### src/asc_pkg.sv
// Shared constants and tables for the angle to sin/cos DAC serializer.
package asc_pkg;

    localparam int ANGLE_W = 16;
    localparam int CPV_W   = 20;
    localparam int Z_W     = 21;
    localparam int XY_W    = 20;
    localparam int VOLT_W  = 17;
    localparam int PROD_W  = VOLT_W + CPV_W;
    localparam int STEP_W  = 4;
    localparam int STEPS   = 16;

    localparam logic signed [Z_W-1:0]  PI_Q16      = 21'sd205887;
    localparam logic signed [Z_W-1:0]  HALF_PI_Q16 = 21'sd102944;
    localparam logic signed [XY_W-1:0] CORDIC_K    = 20'sd39796;
    localparam logic signed [XY_W-1:0] VOLT_OFS    = 20'sd40960;

    localparam logic [PROD_W:0] ROUND_HALF  = (PROD_W+1)'(1) << 21;
    localparam int              CODE_SHIFT  = 22;

    localparam logic [15:0] HDR_CH_B = 16'h5000;
    localparam logic [15:0] HDR_CH_A = 16'hC000;

    localparam logic [CPV_W-1:0] CPV_RESET = 20'd256000;

    // arctangent of 2^-i, 1.0 rad = 65536
    function automatic logic [15:0] atan_q16(input logic [STEP_W-1:0] i);
        logic [15:0] r;
        unique case (i)
            4'd0:    r = 16'd51472;
            4'd1:    r = 16'd30386;
            4'd2:    r = 16'd16055;
            4'd3:    r = 16'd8150;
            4'd4:    r = 16'd4091;
            4'd5:    r = 16'd2047;
            4'd6:    r = 16'd1024;
            4'd7:    r = 16'd512;
            4'd8:    r = 16'd256;
            4'd9:    r = 16'd128;
            4'd10:   r = 16'd64;
            4'd11:   r = 16'd32;
            4'd12:   r = 16'd16;
            4'd13:   r = 16'd8;
            4'd14:   r = 16'd4;
            default: r = 16'd2;
        endcase
        return r;
    endfunction

endpackage

### src/asc_front.sv
// Front end: angle buffer, range reduction, iterative CORDIC, DAC code scaling.
module asc_front #(
    parameter int CODE_BITS = 12,
    parameter int WORD_BITS = 16
) (
    input  logic                          i_clk,
    input  logic                          i_rst_n,
    input  logic                          i_valid,
    output logic                          o_ready,
    input  logic signed [15:0]            i_angle,
    input  logic [asc_pkg::CPV_W-1:0]     i_codes_per_volt,
    input  logic                          i_q_full,
    output logic                          o_push,
    output logic [2*WORD_BITS-1:0]        o_push_data
);

    localparam logic [2:0] ST_IDLE = 3'd0;
    localparam logic [2:0] ST_RED  = 3'd1;
    localparam logic [2:0] ST_ROT  = 3'd2;
    localparam logic [2:0] ST_VOLT = 3'd3;
    localparam logic [2:0] ST_MULC = 3'd4;
    localparam logic [2:0] ST_MULS = 3'd5;
    localparam logic [2:0] ST_FIN  = 3'd6;

    localparam int ZW = asc_pkg::Z_W;
    localparam int XW = asc_pkg::XY_W;
    localparam int VW = asc_pkg::VOLT_W;
    localparam int PW = asc_pkg::PROD_W;

    logic                                r_in_valid, n_in_valid;
    logic signed [15:0]                  r_angle;
    logic [2:0]                          r_state, n_state;
    logic signed [ZW-1:0]                r_z, n_z;
    logic signed [XW-1:0]                r_x, n_x, r_y, n_y;
    logic                                r_neg, n_neg;
    logic [asc_pkg::STEP_W-1:0]          r_step, n_step;
    logic [VW-1:0]                       r_volt_c, r_volt_s, n_volt_c, n_volt_s;
    logic [PW-1:0]                       r_prod, n_prod;
    logic [CODE_BITS-1:0]                r_code_c, n_code_c;

    logic signed [XW-1:0]                x_sh, y_sh;
    logic signed [ZW-1:0]                atan_v;
    logic [PW:0]                         prod_rnd;
    logic [CODE_BITS-1:0]                code_now;
    logic [WORD_BITS-1:0]                word_c, word_s;

    function automatic logic [VW-1:0] volt_of(input logic signed [XW-1:0] v,
                                              input logic neg);
        logic signed [XW-1:0] vs;
        logic signed [XW-1:0] q;
        logic signed [XW-1:0] volt;
        vs   = neg ? -v : v;
        q    = (vs + XW'(2)) >>> 2;
        volt = (q <<< 1) + asc_pkg::VOLT_OFS;
        return volt[XW-1] ? '0 : volt[VW-1:0];
    endfunction

    assign o_ready = !r_in_valid;

    assign x_sh     = r_x >>> r_step;
    assign y_sh     = r_y >>> r_step;
    assign atan_v   = ZW'(asc_pkg::atan_q16(r_step));
    assign prod_rnd = {1'b0, r_prod} + asc_pkg::ROUND_HALF;
    assign code_now = prod_rnd[asc_pkg::CODE_SHIFT +: CODE_BITS];

    assign word_c = (WORD_BITS'(asc_pkg::HDR_CH_B) << (WORD_BITS - 16))
                  | WORD_BITS'(r_code_c);
    assign word_s = (WORD_BITS'(asc_pkg::HDR_CH_A) << (WORD_BITS - 16))
                  | WORD_BITS'(code_now);

    assign o_push      = (r_state == ST_FIN) && !i_q_full;
    assign o_push_data = {word_c, word_s};

    always_comb begin
        n_in_valid = r_in_valid;
        n_state    = r_state;
        n_z        = r_z;
        n_x        = r_x;
        n_y        = r_y;
        n_neg      = r_neg;
        n_step     = r_step;
        n_volt_c   = r_volt_c;
        n_volt_s   = r_volt_s;
        n_prod     = r_prod;
        n_code_c   = r_code_c;
        if (i_valid && o_ready) begin
            n_in_valid = 1'b1;
        end
        unique case (r_state)
            ST_IDLE: begin
                if (r_in_valid) begin
                    n_in_valid = 1'b0;
                    n_z        = ZW'(r_angle) <<< 4;
                    n_neg      = 1'b0;
                    n_state    = ST_RED;
                end
            end
            ST_RED: begin
                priority if (r_z > asc_pkg::HALF_PI_Q16) begin
                    n_z   = r_z - asc_pkg::PI_Q16;
                    n_neg = !r_neg;
                end else if (r_z < -asc_pkg::HALF_PI_Q16) begin
                    n_z   = r_z + asc_pkg::PI_Q16;
                    n_neg = !r_neg;
                end else begin
                    n_x     = asc_pkg::CORDIC_K;
                    n_y     = '0;
                    n_step  = '0;
                    n_state = ST_ROT;
                end
            end
            ST_ROT: begin
                if (!r_z[ZW-1]) begin
                    n_x = r_x - y_sh;
                    n_y = r_y + x_sh;
                    n_z = r_z - atan_v;
                end else begin
                    n_x = r_x + y_sh;
                    n_y = r_y - x_sh;
                    n_z = r_z + atan_v;
                end
                n_step = r_step + 1'b1;
                if (r_step == asc_pkg::STEP_W'(asc_pkg::STEPS - 1)) begin
                    n_state = ST_VOLT;
                end
            end
            ST_VOLT: begin
                n_volt_c = volt_of(r_x, r_neg);
                n_volt_s = volt_of(r_y, r_neg);
                n_state  = ST_MULC;
            end
            ST_MULC: begin
                n_prod  = PW'(r_volt_c) * PW'(i_codes_per_volt);
                n_state = ST_MULS;
            end
            ST_MULS: begin
                n_code_c = code_now;
                n_prod   = PW'(r_volt_s) * PW'(i_codes_per_volt);
                n_state  = ST_FIN;
            end
            ST_FIN: begin
                if (!i_q_full) begin
                    n_state = ST_IDLE;
                end
            end
            default: begin
                n_state = ST_IDLE;
            end
        endcase
    end

    always_ff @(posedge i_clk) begin
        if (!i_rst_n) begin
            r_in_valid <= 1'b0;
            r_state    <= ST_IDLE;
        end else begin
            r_in_valid <= n_in_valid;
            r_state    <= n_state;
        end
    end

    always_ff @(posedge i_clk) begin
        if (i_valid && o_ready) begin
            r_angle <= i_angle;
        end
        r_z      <= n_z;
        r_x      <= n_x;
        r_y      <= n_y;
        r_neg    <= n_neg;
        r_step   <= n_step;
        r_volt_c <= n_volt_c;
        r_volt_s <= n_volt_s;
        r_prod   <= n_prod;
        r_code_c <= n_code_c;
    end

endmodule

### src/asc_queue.sv
// Two-entry queue of DAC word pairs between front and back end.
module asc_queue #(
    parameter int DATA_W = 32
) (
    input  logic              i_clk,
    input  logic              i_rst_n,
    input  logic              i_push,
    input  logic [DATA_W-1:0] i_data,
    input  logic              i_pop,
    output logic [DATA_W-1:0] o_data,
    output logic              o_full,
    output logic              o_empty
);

    logic [DATA_W-1:0] r_mem [2];
    logic              r_wr, r_rd;
    logic [1:0]        r_cnt, n_cnt;

    assign o_full  = (r_cnt == 2'd2);
    assign o_empty = (r_cnt == 2'd0);
    assign o_data  = r_mem[r_rd];

    always_comb begin
        n_cnt = r_cnt;
        if (i_push && !i_pop) begin
            n_cnt = r_cnt + 2'd1;
        end else if (i_pop && !i_push) begin
            n_cnt = r_cnt - 2'd1;
        end
    end

    always_ff @(posedge i_clk) begin
        if (!i_rst_n) begin
            r_wr  <= 1'b0;
            r_rd  <= 1'b0;
            r_cnt <= 2'd0;
        end else begin
            r_cnt <= n_cnt;
            if (i_push) begin
                r_wr <= !r_wr;
            end
            if (i_pop) begin
                r_rd <= !r_rd;
            end
        end
    end

    always_ff @(posedge i_clk) begin
        if (i_push) begin
            r_mem[r_wr] <= i_data;
        end
    end

endmodule

### src/asc_back.sv
// Back end: shifts the word pair out MSB first, one bit word per handshake.
module asc_back #(
    parameter int WORD_BITS = 16
) (
    input  logic                   i_clk,
    input  logic                   i_rst_n,
    input  logic                   i_q_empty,
    input  logic [2*WORD_BITS-1:0] i_q_data,
    output logic                   o_pop,
    output logic                   o_valid,
    input  logic                   i_ready,
    output logic                   o_serial_bit,
    output logic                   o_word_select,
    output logic                   o_word_end,
    output logic                   o_last
);

    localparam int BITS  = 2 * WORD_BITS;
    localparam int CNT_W = $clog2(BITS);

    logic                r_active;
    logic [BITS-1:0]     r_shift;
    logic [CNT_W-1:0]    r_cnt;
    logic                take;
    logic                is_last;

    assign take    = r_active && i_ready;
    assign is_last = (r_cnt == CNT_W'(BITS - 1));
    assign o_pop   = (!r_active || (take && is_last)) && !i_q_empty;

    assign o_valid       = r_active;
    assign o_serial_bit  = r_shift[BITS-1];
    assign o_word_select = (r_cnt >= CNT_W'(WORD_BITS));
    assign o_word_end    = is_last || (r_cnt == CNT_W'(WORD_BITS - 1));
    assign o_last        = is_last;

    always_ff @(posedge i_clk) begin
        if (!i_rst_n) begin
            r_active <= 1'b0;
            r_cnt    <= '0;
        end else begin
            if (o_pop) begin
                r_active <= 1'b1;
                r_cnt    <= '0;
            end else if (take) begin
                if (is_last) begin
                    r_active <= 1'b0;
                end
                r_cnt <= r_cnt + 1'b1;
            end
        end
    end

    always_ff @(posedge i_clk) begin
        if (o_pop) begin
            r_shift <= i_q_data;
        end else if (take) begin
            r_shift <= r_shift << 1;
        end
    end

endmodule

### src/angle_to_sin_cos_dac_serial_unit.sv
// Top level: angle in, two serial DAC words (cos on channel B, sin on channel A) out.
// Path from angle accept to the first bit word: range reduction folding by pi,
//   16 CORDIC iterations on one rotator, scale, queue.
// Throughput is set by the bit serializer, which shifts out 2*WORD_BITS bits per angle;
//   the front end buffers the next angle while it works and runs ahead through the queue.
// Reset clears control state, empties the queue and sets codes_per_volt to 256000.
module angle_to_sin_cos_dac_serial_unit #(
    parameter int CODE_BITS = 12,
    parameter int WORD_BITS = 16
) (
    input  logic                      i_clk,
    input  logic                      i_rst_n,
    input  logic                      i_valid,
    output logic                      o_ready,
    input  logic signed [15:0]        i_angle,
    output logic                      o_valid,
    input  logic                      i_ready,
    output logic                      o_serial_bit,
    output logic                      o_word_select,
    output logic                      o_word_end,
    output logic                      o_last,
    input  logic                      i_cfg_valid,
    output logic                      o_cfg_ready,
    input  logic [asc_pkg::CPV_W-1:0] i_codes_per_volt
);

    logic [asc_pkg::CPV_W-1:0] r_cpv;
    logic                      q_push, q_pop, q_full, q_empty;
    logic [2*WORD_BITS-1:0]    q_wdata, q_rdata;

    assign o_cfg_ready = 1'b1;

    always_ff @(posedge i_clk) begin
        if (!i_rst_n) begin
            r_cpv <= asc_pkg::CPV_RESET;
        end else if (i_cfg_valid) begin
            r_cpv <= i_codes_per_volt;
        end
    end

    asc_front #(
        .CODE_BITS(CODE_BITS),
        .WORD_BITS(WORD_BITS)
    ) u_front (
        .i_clk            (i_clk),
        .i_rst_n          (i_rst_n),
        .i_valid          (i_valid),
        .o_ready          (o_ready),
        .i_angle          (i_angle),
        .i_codes_per_volt (r_cpv),
        .i_q_full         (q_full),
        .o_push           (q_push),
        .o_push_data      (q_wdata)
    );

    asc_queue #(
        .DATA_W(2 * WORD_BITS)
    ) u_queue (
        .i_clk   (i_clk),
        .i_rst_n (i_rst_n),
        .i_push  (q_push),
        .i_data  (q_wdata),
        .i_pop   (q_pop),
        .o_data  (q_rdata),
        .o_full  (q_full),
        .o_empty (q_empty)
    );

    asc_back #(
        .WORD_BITS(WORD_BITS)
    ) u_back (
        .i_clk         (i_clk),
        .i_rst_n       (i_rst_n),
        .i_q_empty     (q_empty),
        .i_q_data      (q_rdata),
        .o_pop         (q_pop),
        .o_valid       (o_valid),
        .i_ready       (i_ready),
        .o_serial_bit  (o_serial_bit),
        .o_word_select (o_word_select),
        .o_word_end    (o_word_end),
        .o_last        (o_last)
    );

endmodule

### config.mk
export PLATFORM = sky130hd
export DESIGN_NAME = angle_to_sin_cos_dac_serial_unit
export DESIGN_NICKNAME = d
export VERILOG_FILES = /design/src/asc_pkg.sv /design/src/asc_front.sv /design/src/asc_queue.sv /design/src/asc_back.sv /design/src/angle_to_sin_cos_dac_serial_unit.sv
export SDC_FILE = /design/constraint.sdc
export NUM_CORES = 2
export LEC_CHECK = 0
export BUFFER_PORTS_ARGS = -buffer_cell sky130_fd_sc_hd__buf_4
export CORE_ASPECT_RATIO = 0.7
export CORE_MARGIN = 2
export CORE_UTILIZATION = 58
export DETAILED_ROUTE_END_ITERATION = 8
export PLACE_DENSITY = 0.74
export SLEW_MARGIN = 30
export SYNTH_ARGS = -nofsm -noshare
export SYNTH_HDL_FRONTEND = slang
export SYNTH_SLANG_ARGS = --single-unit
### constraint.sdc
create_clock -name i_clk -period 9.3 [get_ports i_clk]
set_input_delay 1.86 -clock i_clk [delete_from_list [all_inputs] [get_ports i_clk]]
set_output_delay 1.86 -clock i_clk [all_outputs]
set_load 0.01 [all_outputs]
Yosys cells after proc, flatten, opt, wreduce, memory -nomap -nowiden --
Memory sizes are Yosys's and may differ from the RTL's. A register that Yosys moved wholly into a read port is not among the register bits. Cells that the tools add are included.
Storage, ports and cells: register bits 228, bits in writable memories 48, memory bits (read-only) 256, input port bits 41, memories 2
Memories:
- (no name shown) | depth 16, bits a word 16, rd ports 1, clocked after Yosys merged registers in 1, wr ports 0, line asc_pkg.sv:29 | unique case (i)
- u_queue.r_mem | depth 2, bits a word 24, rd ports 1, clocked after Yosys merged registers in 1, wr ports 1, line asc_queue.sv:15 | logic [DATA_W-1:0] r_mem [2];
Operators by class: $add $sub $neg 19, multipliers 2, order comparisons 3, equal/unequal tests 16, shift-type cells 2, multiplexer cells 44, bitwise operators 1, reduce and logical (&&, ||, !) cells 33
Operators by type and width (number):
- $mux 20 | 8
- $mux 21 | 4
- $pmux 20 s2 | 2
- $mul 17x20->34 | 2
- $pmux 34 s2 | 1
- $mux 32 | 2
- $pmux 21 s3 | 1
- $add 19x17->20 const B | 2
- $add 20x20->20 | 2
- $add 20x3->20 const B | 2
- $neg 20->20 | 2
- $sshr 20x4->20 | 2
- $sub 20x20->20 | 2
- $add 34x22->34 const B | 1
- $add 21x17->21 | 1
- $add 21x19->21 const B | 1
- $gt 21x18->1 const B | 1
- $lt 21x18->1 const B | 1
- $pmux 3 s7 | 1
- $sub 21x17->21 | 1
- $sub 21x19->21 const B | 1
- $mux 3 | 5
- $mux 1 | 13
- $mux 4 | 3
- other kinds (30) | 59

Logic depth before layout (Yosys ltp) --
word-level depth 7, gate-level depth with buffers 24

Cells and area by module --
From an unflattened synthesis, not the netlist that was laid out.
Second synthesis, totals: cells, all modules 4022, area, all modules 38380.6 sq um
Modules (own cells, without submodules):
- asc_front | times used 1, cells each 3729, area each 33268.2 sq um, sequential area each 4574.4 sq um
- asc_queue | times used 1, cells each 122, area each 2528.7 sq um, sequential area each 2021.9 sq um
- asc_back | times used 1, cells each 105, area each 1831.8 sq um, sequential area each 1081.0 sq um
- angle_to_sin_cos_dac_serial_unit | times used 1, cells each 66, area each 752.0 sq um, sequential area each 400.4 sq um

Least setup slack after synthesis --
Ideal clock, no wire load.
kind register to register, start register r_cpv[0] in the netlist's numbering, end register u_front.r_prod[32] (data pin), library setup time 0.260 ns, arrival time 6.295 ns, setup slack 2.745 ns, stages on the path, launching flop included 23, clock period less this slack 6.555 ns, cells stage by stage dfxtp_1 > clkbuf_1 > clkbuf_1 > nand2_1 > fa_1 > fa_1 > inv_1 > fa_1 > fa_1 > fa_1 > inv_1 > fa_1 > inv_1 > ha_1 > a21o_1 > a221o_1 > a31oi_1 > o21ai_0 > o31ai_1 > o211ai_1 > a31oi_1 > xnor2_1 > mux2_2
Between the ends: word-level cells in the longest chain between the ends 2, elaborated cells on any way between the ends 3, those cells by class mul: 2; mux: 1
Ends and longest elaborated chain:
- from (decl) | line angle_to_sin_cos_dac_serial_unit.sv:27 | logic [asc_pkg::CPV_W-1:0] r_cpv;
- from (signal assigned) | line angle_to_sin_cos_dac_serial_unit.sv:35 | r_cpv <= asc_pkg::CPV_RESET;
- from (signal assigned) | line angle_to_sin_cos_dac_serial_unit.sv:37 | r_cpv <= i_codes_per_volt;
- $mul 17x20->34 (on tied branches) | line asc_front.sv:138, asc_front.sv:133
- $pmux 34 s2 * | line asc_front.sv:89 | unique case (r_state)
- net u_front.n_prod[32] | line asc_front.sv:38 | logic [PW-1:0] r_prod, n_prod;
- to (signal assigned) | line asc_front.sv:173 | r_prod <= n_prod;
- to (decl) | line asc_front.sv:38
Mark *: on every way through the listed nets, which the timed path passes. The rest lies on a longest branch. A chain may end at the register's enable or synchronous reset.

Worst setup path in the final report --
start register r_cpv[7] in the netlist's numbering, end register u_front.r_prod[32] (data pin)
Same word-level chain as after synthesis.

==> results.txt <==
Die ar. = 67,900 um2
# IOs = 48
final worst path period need = 7950 ps
status = finished, final reports clean
fraction of power consumed by the clock network = 0.094
Final Non-Filler Cells = 4,894
PortBufs = 46
largest net degree at the start of global routing = 62
post-synthesis register bit count = 270
Avg Inst Size Synth = 9.31 um2
Final Setup Violations = 0
Core Area = 64,900 um2
maximum vdd ir drop = 0.294 mV
most frequent cells in the layout = 687 x inv_1, 497 x fa_1, 466 x nand2_1
Yosys cell types = 91
critical path's slowest cell = dfxtp_1
Post-CTS Resized = 0
H-tree levels = 1
Synth Instances = 4,099
worst hold stages = 0
Buf/Inv on CP = 5
drt drc = 0
vias in the first global route = 27,860
Placed Cells incl. Taps = 4,837
routed len/inst = 18.7 um
Reg2Reg Setup Slack = 1350 ps
setup bufs post-CTS = 0
GRT overflow = 0
Reg-to-Reg End = u_front.r_prod[32]
upper clock frequency limit = 126 MHz
Die Span X = 311 um
Reg2Reg Depth = 22
Static Leak = 0.0181 uW
clk_skew = 19.5 ps
initial antenna violation count = 1
Crit path max-delay family = adder cells
hold endpoint = u_queue.r_mem[0][19]
clk buf depth = 3
CP Max Fanout = 20
Slew @ Worst Pin = 1070 ps
cts hold-fix bufs = 0
sequential area share after synthesis = 0.199
clock sinks = 270
total wire length = 91,500 um
synthesized cell area = 38,100 um2
most common cell after layout, fill and taps aside = inv_1
hold wc startpoint = u_front.r_code_c[7]
Clock transition at path regs = 70 ps
Starting Density = 0.588
share of cells above drive strength 1 = 0.0653
CTS root buf = clkbuf_16
Die Ht = 219 um
maxcap violations = 0
Final HPWL DP = 68,700 um
CP max stage delay = 930 ps
Reg power frac = 0.161
internal power = 6680 uW
number of nets in the layout = 4,817
Iter 0 DRT Violations = 2,574
syn nets = 4,926
ant diodes = 0
fin util = 0.618
# rows = 78
Total GRT Usage = 0.277
Critical R2R Launch = r_cpv[7]
crit path DAT = 8320 ps
Post-synth top flop = edfxtp_1
CP Data Required Time = 9670 ps
switching fraction of total power = 0.505
ys async rst share = 0
P_sw = 6800 uW
CP endpoint kind = flip-flop
Post-synth EDFFs = 219
CP most frequent cell = fa_1
antenna viol nets, final = 0
gpl congestion = 0.931
RSZ-0062 raised after global routing = false
Hold Vio Cnt, Final = 0
TritonCTS clock tree = built
post-route clock period utilization = 0.855
relative slew slack = 0.285
CP Class = reg -> reg
Worst Setup Start Kind = flip-flop
total power divided by cell area = 336 nW/um2
synth warn = 0
HP Class = reg -> reg
Slew Limit Fails = 0
first-pass GRT wire length = 150,000 um
drt first pass iters = 6
vias per cell = 5.72
critical-path cell list = buf_4 > and2_1 > fa_1 > inv_1 > fa_1 > fa_1 > fa_1 > inv_1 > fa_1 > inv_1 > fa_1 > inv_1 > ha_1 > nor3_1 > o21ai_0 > a211oi_1 > o21ai_0 > o31ai_1 > o211ai_1 > a31oi_1 > xnor2_1 > mux2_2
total CTS buffers = 31
setup_tns = 0 ps
Comb pwr share = 0.745
layout overhead on the synthesized area = 5.10%
Vias = 27,997
worst skew pair latency = 620 ps
[final cells by class]
cell class              count  area, um2
clock buffers              35        791
fillers                  5458      24800
inverters                 688       2580
clock inverters            22        229
well taps                 880       1100
flip-flops and latches    270       7600
multi-input cells        2908      27100
repair buffers             91        683
[sequential cells by signal, summed over array words and instances, names as in the netlist, 2 cells and up, named ones only]
| signal | count |
|---|---|
| u_front.atan_v | 16 |
| u_queue.r_cnt | 2 |
| u_front.r_z | 21 |
| u_queue.r_mem | 48 |
| u_front.r_angle | 16 |
| u_back.r_shift | 32 |
| u_front.r_state | 3 |
| u_front.r_volt_s | 16 |
| u_front.r_step | 4 |
| u_back.r_cnt | 5 |
| u_front.r_x | 20 |
| u_front.r_code_c | 12 |
| u_front.r_volt_c | 16 |
| r_cpv | 20 |
| u_front.r_y | 20 |
| u_front.r_prod | 13 |
[routing by layer]
layer  track usage  vias to the layer above  wire [um]
met3        0.0421                      134       7890
met2         0.431                     1089      40000
met5             0                        -          0
met1         0.413                    13823      41600
li1              -                    12951          -
met4        0.0578                        0       2020
[Yosys cell counts, drive strengths merged (5+ instances only)]
cell,n,area [um2]
a211o,6,52.6
a211oi,21,170
a21boi,10,75.1
a21o,29,218
a21oi,121,606
a22oi,5,37.5
a31oi,22,144
a41oi,6,52.6
and2,348,2180
and3,22,138
buf,34,173
clkbuf,199,747
dfxtp,51,1020
edfxtp,219,6580
fa,497,9950
ha,289,3620
inv,688,2580
mux2,22,248
mux2i,84,841
mux4,43,968
nand2,466,1750
nand2b,29,181
nand3,38,190
nand3b,5,37.5
nand4,15,93.8
nor2,178,693
nor2b,43,269
nor3,50,250
nor3b,6,45.0
nor4,17,113
o211a,5,50.1
o211ai,17,128
o21a,17,128
o21ai,126,631
o21bai,8,60.1
o2bb2ai,7,61.3
o31a,9,78.8
o31ai,25,206
o41ai,7,61.3
or2,12,75.1
or3,18,113
or4,11,93.8
xnor2,135,1180
xor2,77,689
[per-stage QoR]
| stage | area [um2] | hold WS, ps | power (uW) | setup WS (ps) |
|---|---|---|---|---|
| after global placement | 39100 | 423 | 11800 | 1520 |
| final | 40100 | 438 | 13500 | 1350 |
| after CTS | 40100 | 442 | 13400 | 1360 |
| after floorplan | 38100 | 421 | 9610 | 2740 |
| after global routing | 40100 | 455 | 14800 | 940 |
| after detailed placement | 39100 | 433 | 12000 | 1380 |
[worst reg2reg max path: stages (launching register included)]
cell and delay, ps:
dfxtp_1 930, buf_4 350, and2_1 170, fa_1 410, inv_1 90, fa_1 420, fa_1 490, fa_1 520
inv_1 60, fa_1 530, inv_1 50, fa_1 540, inv_1 40, ha_1 200, nor3_1 160, o21ai_0 150
a211oi_1 420, o21ai_0 460, o31ai_1 870, o211ai_1 240, a31oi_1 250, xnor2_1 90, mux2_2 260
[logic make-up (layout without fill, tap and decap cells)]
group,count (synthesis),in the layout,synth area share
mux,149,149,0.0539
other cells,1,1,0.0000983
compound gates,484,484,0.0830
fa+ha+maj,786,786,0.356
xor+xnor,212,212,0.0491
buf+inv,921,836,0.0918
flops,270,270,0.199
simple gates,1276,1276,0.167
[worst max path at each step]
| stage | from | cells past startpoint | endpoint |
|---|---|---|---|
| 3_3_place_gp | r_cpv[9] | 22 | u_front.r_prod[32] |
| 3_5_place_dp | r_cpv[9] | 21 | u_front.r_prod[30] |
| 4_1_cts | r_cpv[9] | 21 | u_front.r_prod[30] |
| 6_report | r_cpv[7] | 22 | u_front.r_prod[32] |
| 5_1_grt | r_cpv[10] | 21 | u_front.r_prod[30] |
| 2_1_floorplan | r_cpv[0] | 22 | u_front.r_prod[32] |
[power by group through the flow]
| stage | Sequential [uW] | Clock (uW) | Combinational (uW) |
|---|---|---|---|
| after floorplan | 1980 | 0 | 7630 |
| after global placement | 2180 | 0 | 9630 |
| after detailed placement | 2190 | 0 | 9860 |
| after CTS | 2160 | 1290 | 9950 |
| after global routing | 2210 | 1330 | 11200 |
| final | 2170 | 1270 | 10000 |
(Power assumes the default switching activity.)
